### config.mk
export PLATFORM = sky130hd
export DESIGN_NAME = bffa_ffz
export DESIGN_NICKNAME = d
export VERILOG_FILES = /design/src/rtl/core/bffa_pkg.sv /design/src/rtl/core/bffa_ffz.sv
export SDC_FILE = /design/constraint.sdc
export NUM_CORES = 1
export LEC_CHECK = 0
export ABC_AREA = 1
export BUFFER_PORTS_ARGS = -buffer_cell sky130_fd_sc_hd__buf_2
export CORE_AREA = 2 2 39 41
export DETAILED_ROUTE_END_ITERATION = 6
export DIE_AREA = 0 0 41 43
export GPL_ROUTABILITY_DRIVEN = 0
export PLACE_DENSITY = 0.69
export REMOVE_ABC_BUFFERS = 1
export SYNTH_ARGS = -nofsm -noshare
export SYNTH_HDL_FRONTEND = slang
export SYNTH_SLANG_ARGS = --single-unit
### constraint.sdc
create_clock -name vclk -period 2.6
set_clock_uncertainty 0.15 [all_clocks]
set_input_delay 0.13 -clock vclk [all_inputs]
set_output_delay 0.13 -clock vclk [all_outputs]
set_load 0.02 [all_outputs]
### src/rtl/core/bffa_pkg.sv
// ----------------------------------------------------------------------------
// bffa_pkg
// Shared types and codes of the first-fit bitmap allocator.
// ----------------------------------------------------------------------------
package bffa_pkg;

    // width of the entry number, size and counter fields
    localparam int FIELD_W = 14;

    // reset value of the size register and the free counter
    localparam logic [FIELD_W-1:0] REG_RESET = 14'd8192;

    // request kinds
    localparam logic CMD_ALLOC = 1'b0;
    localparam logic CMD_FREE  = 1'b1;

    // result status codes
    localparam logic [1:0] STATUS_DONE  = 2'd0;
    localparam logic [1:0] STATUS_FULL  = 2'd1;
    localparam logic [1:0] STATUS_RANGE = 2'd2;

    // configuration register indexes
    localparam int CFG_INDEX_W = 8;
    localparam logic [CFG_INDEX_W-1:0] CFG_MAP_SIZE   = 8'd0;
    localparam logic [CFG_INDEX_W-1:0] CFG_START_FREE = 8'd1;

    // sequencer states
    typedef enum logic [1:0] {
        ST_CLEAR,
        ST_IDLE,
        ST_SCAN,
        ST_FREE
    } state_t;

endpackage

### src/rtl/core/bffa_ffz.sv
// ----------------------------------------------------------------------------
// bffa_ffz
// Find-first-zero unit: lowest clear bit of one bitmap word.
// ----------------------------------------------------------------------------
module bffa_ffz import bffa_pkg::*; #(
    parameter int WORD_BITS = 32
) (
    input  logic [WORD_BITS-1:0]         word_bits,
    output logic                         found,
    output logic [$clog2(WORD_BITS)-1:0] bit_idx
);

    localparam int WSH = $clog2(WORD_BITS);

    // priority pick, lowest clear bit wins
    always_comb begin
        found   = 1'b0;
        bit_idx = '0;
        for (int b = WORD_BITS - 1; b >= 0; b--) begin
            if (!word_bits[b]) begin
                found   = 1'b1;
                bit_idx = WSH'(b);
            end
        end
    end

endmodule

# Word level (Yosys, flattened, before mapping)

Index checks and enable logic that the tools add are counted.

Register bits after elaboration: 0
Input bits: 32
Output and inout bits: 6
Logic and storage cells: 64

Muxes and demuxes: 64

Operators by type and width:

| kind             | count |
|---|---|
| 2-to-1 mux 5 bit | 32 |
| 2-to-1 mux 1 bit | 32 |

# Longest topological paths before layout

Gate-level depths: netlist of run 1.

Depth after elaboration: 32
Mapped depth: 31

# Worst setup path after synthesis of run 1

OpenSTA, ideal clock, no wires.

Kind: input port to output port
From: in word_bits[31]
To: out bit_idx[0]
Arrival time: 1,620 ps
Data required time: 2,320 ps
Path slack: 700 ps
Stages on the path: 31
Path buffers: 0
Cells stage by stage: inv_1 -> nand2_1 -> nand2_1 -> nand2_1 -> nand2_1 -> nand2_1 -> nand2_1 -> nand2_1 -> nand2_1 -> nand2_1 -> nand2_1 -> nand2_1 -> nand2_1 -> nand2_1 -> nand2_1 -> nand2_1 -> nand2_1 -> nand2_1 -> nand2_1 -> nand2_1 -> nand2_1 -> nand2_1 -> nand2_1 -> nand2_1 -> nand2_1 -> nand2_1 -> nand2_1 -> nand2_1 -> nand2_1 -> nand2_1 -> a21oi_2

Word-level cells in the longest chain between the ends: 32

Ends and longest elaborated chain:

| what                           | RTL line       | source |
|---|---|---|
| start: declaration             | bffa_ffz.sv:8  | `input logic [WORD_BITS-1:0] word_bits,` |
| 2-to-1 mux 5 bit (32 in a row) | bffa_ffz.sv:20 | `if (!word_bits[b]) begin` |
| end: declaration               | bffa_ffz.sv:10 | `output logic [$clog2(WORD_BITS)-1:0] bit_idx` |

No other way between the ends.

# Final worst setup path of run 1

Ends and elaborated chain as after synthesis.

==> impl_results.md, run 1 <==
- Final Hold Violating Endpoints: 0
- Detailed Route WL: 1.01 mm
- Post-CTS Setup Bufs: 0
- Min Tclk post-route: 2.12 ns
- Via density per instance: around 4.5
- Crit Path Category: primary input to primary output
- RSZ-0062 raised after global routing: no
- Slew Limit Fails: 0
- Cells after DPL: about 130
- Ant diodes: 0
- Initial core utilization: between 20% and 30%
- Fin crit share: between 80% and 90%
- Die W: just over 40 µm
- Core Util, Final: about two fifths
- Slew @ Worst Pin: between 0.2 and 0.3 ns
- Fin cells: 132
- NumNets Final: 150
- Clock buf count: 0
- Final setup violation count: 0
- Post-synthesis cell count: 78
- Hold Startpoint: word_bits[1]
- DR vias: 588
- Power Density: approximately 120 nW/µm²
- MaxCap Viol Count: 0
- Total core area: 1380 µm²
- Worst EP required: 2.32 ns
- Max transition margin: just over 80%
- Hold Buf Count CTS: 0
- Avg Cell Area, Syn: between 4 and 5 µm²
- Sequential share of the synthesized area: 0%
- Peak supply drop: 0.0000449 V
- Hold_ws: around 0.41 ns
- CP max-delay cell: buf_2
- Global route overflow: 0
- Data arrival, critical path: 1.84 ns
- Cell variety after synth: 11
- FF+latch area: 0 µm²
- Crit-path max FO: 3
- First-pass GRT wire length: about 1.7 mm
- Share of the synthesized area in the top cell type: between 50% and 60%
- Setup crit end kind: primary output
- HPWL Detailed: 925 µm
- Critical path startpoint category: primary input
- Mapped cell area: approximately 330 µm²
- Io pins: 38
- Number of global-route vias before repair: around 480
- Fill cell count: approximately 170
- Initial antenna violation count: 0
- Most common cell on crit path: nand2_1
- Routed Antenna Nets: 0
- Drt first pass iters: 4
- Syn. warnings: 0
- Status: finished clean
- Worst hold path type: primary input to primary output
- Seq cells: 0
- Overall power: between 0.06 and 0.07 mW
- Largest net degree at the start of global routing: 4
- WL/cell: ~7.7 µm
- F_max: 473 MHz
- Synth area leaders: nand2_1, nor2_1, a31oi_1
- Top cells by count, synth: nand2_1, nor2_1, a31oi_1, inv_1, nand4_1
- Count leader, synth: nand2_1
- CP Capture Point: bit_idx[0]
- Die height: approximately 43 µm
- Layout area overhead: 63.2%
- Post-CTS sizing: 0
- Setup TNS: 0 ns
- Leakage: around 0.32 nW
- Die ar.: 1760 µm²
- CP startpoint: word_bits[31]
- Drt first-iter violations: 6
- Critical Path Max Stage Delay: between 0.15 and 0.2 ns
- PortBufs: 38
- Share of layout cells above drive strength 1: approximately 34%
- GRT Util Overall: approximately 12%
- Drc violations: 0
- Std cell rows: 14
- Area leader, netlist: nand2_1
[final cells by class]
| class | count | area [µm²] | area share, % |
|---|---|---|---|
| well taps | 16 | 20.0 | 3.69 |
| inverters | 4 | 15.0 | 2.76 |
| repair buffers | 38 | 190 | 35.0 |
| multi-input cells | 74 | 318 | 58.5 |
[critical path, delay by kind of cell]
family                 cells  cell delay [ns]
buffers and inverters      3             0.31
and+or+nand+nor           29             1.32
AOI/OAI and AO/OA          1             0.10
[how the worst min path moves through the flow]
stage	endpoint	slack (ns)	cells after the start
3_3_place_gp	bit_idx[0]	0.41	3
3_5_place_dp	bit_idx[0]	0.41	3
6_report	bit_idx[0]	0.41	3
2_1_floorplan	bit_idx[0]	0.19	1
4_1_cts	bit_idx[0]	0.41	3
5_1_grt	bit_idx[0]	0.42	3
[per-layer routing]
metal	global-route usage, %	part of all wire (%)
met1	16.1	46
met3	1.05	6.9
met5	0	0
met4	2.67	0
met2	20.3	47
[power breakdown]
| part | internal [mW] | switching (mW) | total, mW |
|---|---|---|---|
| Sequential | 0 | 0 | 0 |
| Combinational | 0.0318 | 0.0359 | 0.0677 |
| Clock | 0 | 0 | 0 |
| Total | 0.0318 | 0.0359 | 0.0677 |
[cells by family (layout without fill, tap and decap cells)]
kind of cell / count (synthesis) / in the layout / share of synthesized area, %
AOI/OAI and AO/OA: 8 / 8 / 16.5
buffers and inverters: 4 / 42 / 4.51
and+or+nand+nor: 66 / 66 / 78.9
[placed cells by master, fill, tap and decap left out]
cell type / Yosys / final
a21oi_1: 1 / 1
a21oi_2: 1 / 1
a311oi_1: 1 / 1
a31oi_1: 4 / 4
buf_2: 0 / 38
inv_1: 4 / 4
nand2_1: 48 / 48
nand3_1: 2 / 2
nand4_1: 4 / 4
nor2_1: 10 / 10
nor3_1: 2 / 2
o31ai_1: 1 / 1
[stage by stage]
stage	setup WS (ns)	cell area, µm²
detailed placement	0.467	543
CTS	0.458	543
global route	0.124	543
floorplan	0.700	333
global placement	0.467	543
finish	0.484	543
Note: power is estimated with default switching activity, not from simulation.
==> run 2, diff against run 1 <==
- ABC_AREA: 1 -> 0
- PLACE_DENSITY: 0.69 -> 0.76
- clock period: 2.6 -> 1.8 ns (I/O delays scaled with it)
==> run 2 against run 1 <==
Net effect:
- die area unchanged
- synthesized cell count decreased by 15%
- design area increased by 11%
- setup slack got worse by 0.11 ns
- sequential share of layout area unchanged
- hold slack got worse by 0.0037 ns
- power increased by 48%
- wire length increased by 21%
- synthesized area increased by 18%
- count of clock-buffer cells in the layout unchanged
- core utilization increased by 4.3 points
==> impl_results.md, run 2 <==
- Synth area leaders: nand4_1, nand2_1, nand3_1
- Min Tclk post-route: 1.43 ns
- Peak supply drop: a little under 0.00007 V
- Fin crit share: slightly below 80%
- Setup crit end kind: primary output
- Detailed Route WL: about 1.2 mm
- Post-CTS sizing: 0
- Initial antenna violation count: 0
- Layout area overhead: 53.5%
- Final Hold Violating Endpoints: 0
- PnR worst setup slack: 0.374 ns
- HPWL Detailed: around 1.1 mm
- Critical Path Max Stage Delay: 0.28 ns
- Sequential share of the synthesized area: 0%
- Worst EP required: around 1.6 ns
- Slew @ Worst Pin: between 0.2 and 0.3 ns
- Die W: between 40 and 50 µm
- Via density per instance: ~5.4
- Global route overflow: 0
- First-pass GRT wire length: about 1.9 mm
- Area leader, netlist: nand4_1
- Die height: roughly 43 µm
- Slew Limit Fails: 0
- CP max-delay cell: a2111oi_2
- Hold Buf Count CTS: 0
- FF+latch area: 0 µm²
- Crit-path cells: buf_2 -> inv_1 -> o21ai_1 -> a21o_1 -> a2111oi_2 -> o221a_2 -> buf_2
- RSZ-0062 raised after global routing: no
- Total core area: approximately 1400 µm²
- Crit-path max FO: 4
- Post-CTS Setup Bufs: 0
- Power Density: 166 nW/µm²
- Largest net degree at the start of global routing: 6
- Critical path startpoint category: primary input
- Most common cell on crit path: buf_2
- MaxCap Viol Count: 0
- Most common cell after layout, fill and taps aside: buf_2
- Multi-input logic area: ~370 µm²
- Share of the synthesized area in the top cell type: about 14%
- Post-synthesis cell count: between 60 and 70
- Seq cells: 0
- CP startpoint: word_bits[11]
- Data arrival, critical path: between 1 and 1.5 ns
- Hold_ws: 0.407 ns
- Count leader, synth: nand2_1
- Fill cell count: 156
- Drt first-iter violations: 6
- Cell variety after synth: 22
- Die ar.: approximately 1800 µm²
- Post-Place Setup Slack: 0.372 ns
- Worst hold path type: primary input to primary output
- Ant diodes: 0
- Mapped cell area: 393 µm²
- CP Capture Point: bit_idx[0]
- Top cells by count, synth: nand2_1, nand4_1, inv_1, nand3_1, a21oi_1
- Most frequent cells in the layout: buf_2, nand2_1, nand4_1
- Routed Antenna Nets: 0
- Crit Path Category: primary input to primary output
- Drt first pass iters: 4
- Std cell rows: 14
- PortBufs: 38
- Leakage: ~0.29 nW
- Share of layout cells above drive strength 1: ~42%
- Initial core utilization: between 20% and 30%
- Final setup violation count: 0
- Number of global-route vias before repair: between 500 and 600
- Avg Cell Area, Syn: just under 6 µm²
- GRT Util Overall: roughly 14%
- WL/cell: slightly above 10 µm
- Hold depth: 3
- Clock buf count: 0
- Status: finished clean
- Setup TNS: 0 ns
- NumNets Final: around 140
- Max transition margin: 82.5%
- Drc violations: 0
- DR vias: approximately 650
- Syn. warnings: 0
- Io pins: 38
- F_max: approximately 700 MHz
==> run 2: cell types whose count changed in the layout (fill, tap and decap cells not counted), sizes merged, moves of 2 or more <==
cell / before / now
nand3: 2 / 6
nor2: 10 / 4
o2111ai: 0 / 2
nand2: 48 / 11
o21ai: 0 / 5
or3: 0 / 2
inv: 4 / 6
nand4: 4 / 9
a21oi: 2 / 5
nand3b: 0 / 2
==> run 2: area by class of cell <==
cell class,count,area share [%]
inverter,6,3.73
timing repair buffer,38,31.5
tap,16,3.32
multi-input combinational,60,61.4
==> run 2: cells by family after synthesis <==
| family | Yosys count | share of synthesized area, % |
|---|---|---|
| AO/OA/AOI/OAI | 21 | 36.0 |
| AND/OR/NAND/NOR | 39 | 58.3 |
| buffers and inverters | 6 | 5.73 |
==> run 2: worst min-delay path by stage <==
| stage | startpoint | end | slack (ns) |
|---|---|---|---|
| floorplan | word_bits[0] | bit_idx[0] | 0.18 |
| global placement | word_bits[0] | bit_idx[0] | 0.40 |
| detailed placement | word_bits[0] | bit_idx[0] | 0.41 |
| CTS | word_bits[0] | bit_idx[0] | 0.41 |
| global route | word_bits[0] | bit_idx[0] | 0.42 |
| finish | word_bits[0] | bit_idx[0] | 0.41 |
==> run 2: per-layer routing <==
layer	global-route usage [%]	part of all wire [%]
met4	0	0
met3	0	8.4
met1	18.4	44
met2	26.9	48
met5	0	0
==> run 2: worst max-delay path: cells and delay by family <==
family,cells,cell delay (ns)
buf+inv,3,0.32
compound gates,4,0.78
==> run 2: where the power goes <==
part | internal [mW] | switching [mW] | total, mW
Combinational | 0.0446 | 0.0556 | 0.100
Sequential | 0 | 0 | 0
Clock | 0 | 0 | 0
==> run 2: metrics by stage <==
step	utilization (%)	area [µm²]	power [mW]	instances
floorplan	-	393	0.0370	66
global placement	43.6	603	0.0990	120
detailed placement	43.6	603	0.100	120
CTS	43.6	603	0.101	120
global route	43.6	603	0.112	120
finish	43.6	603	0.100	120
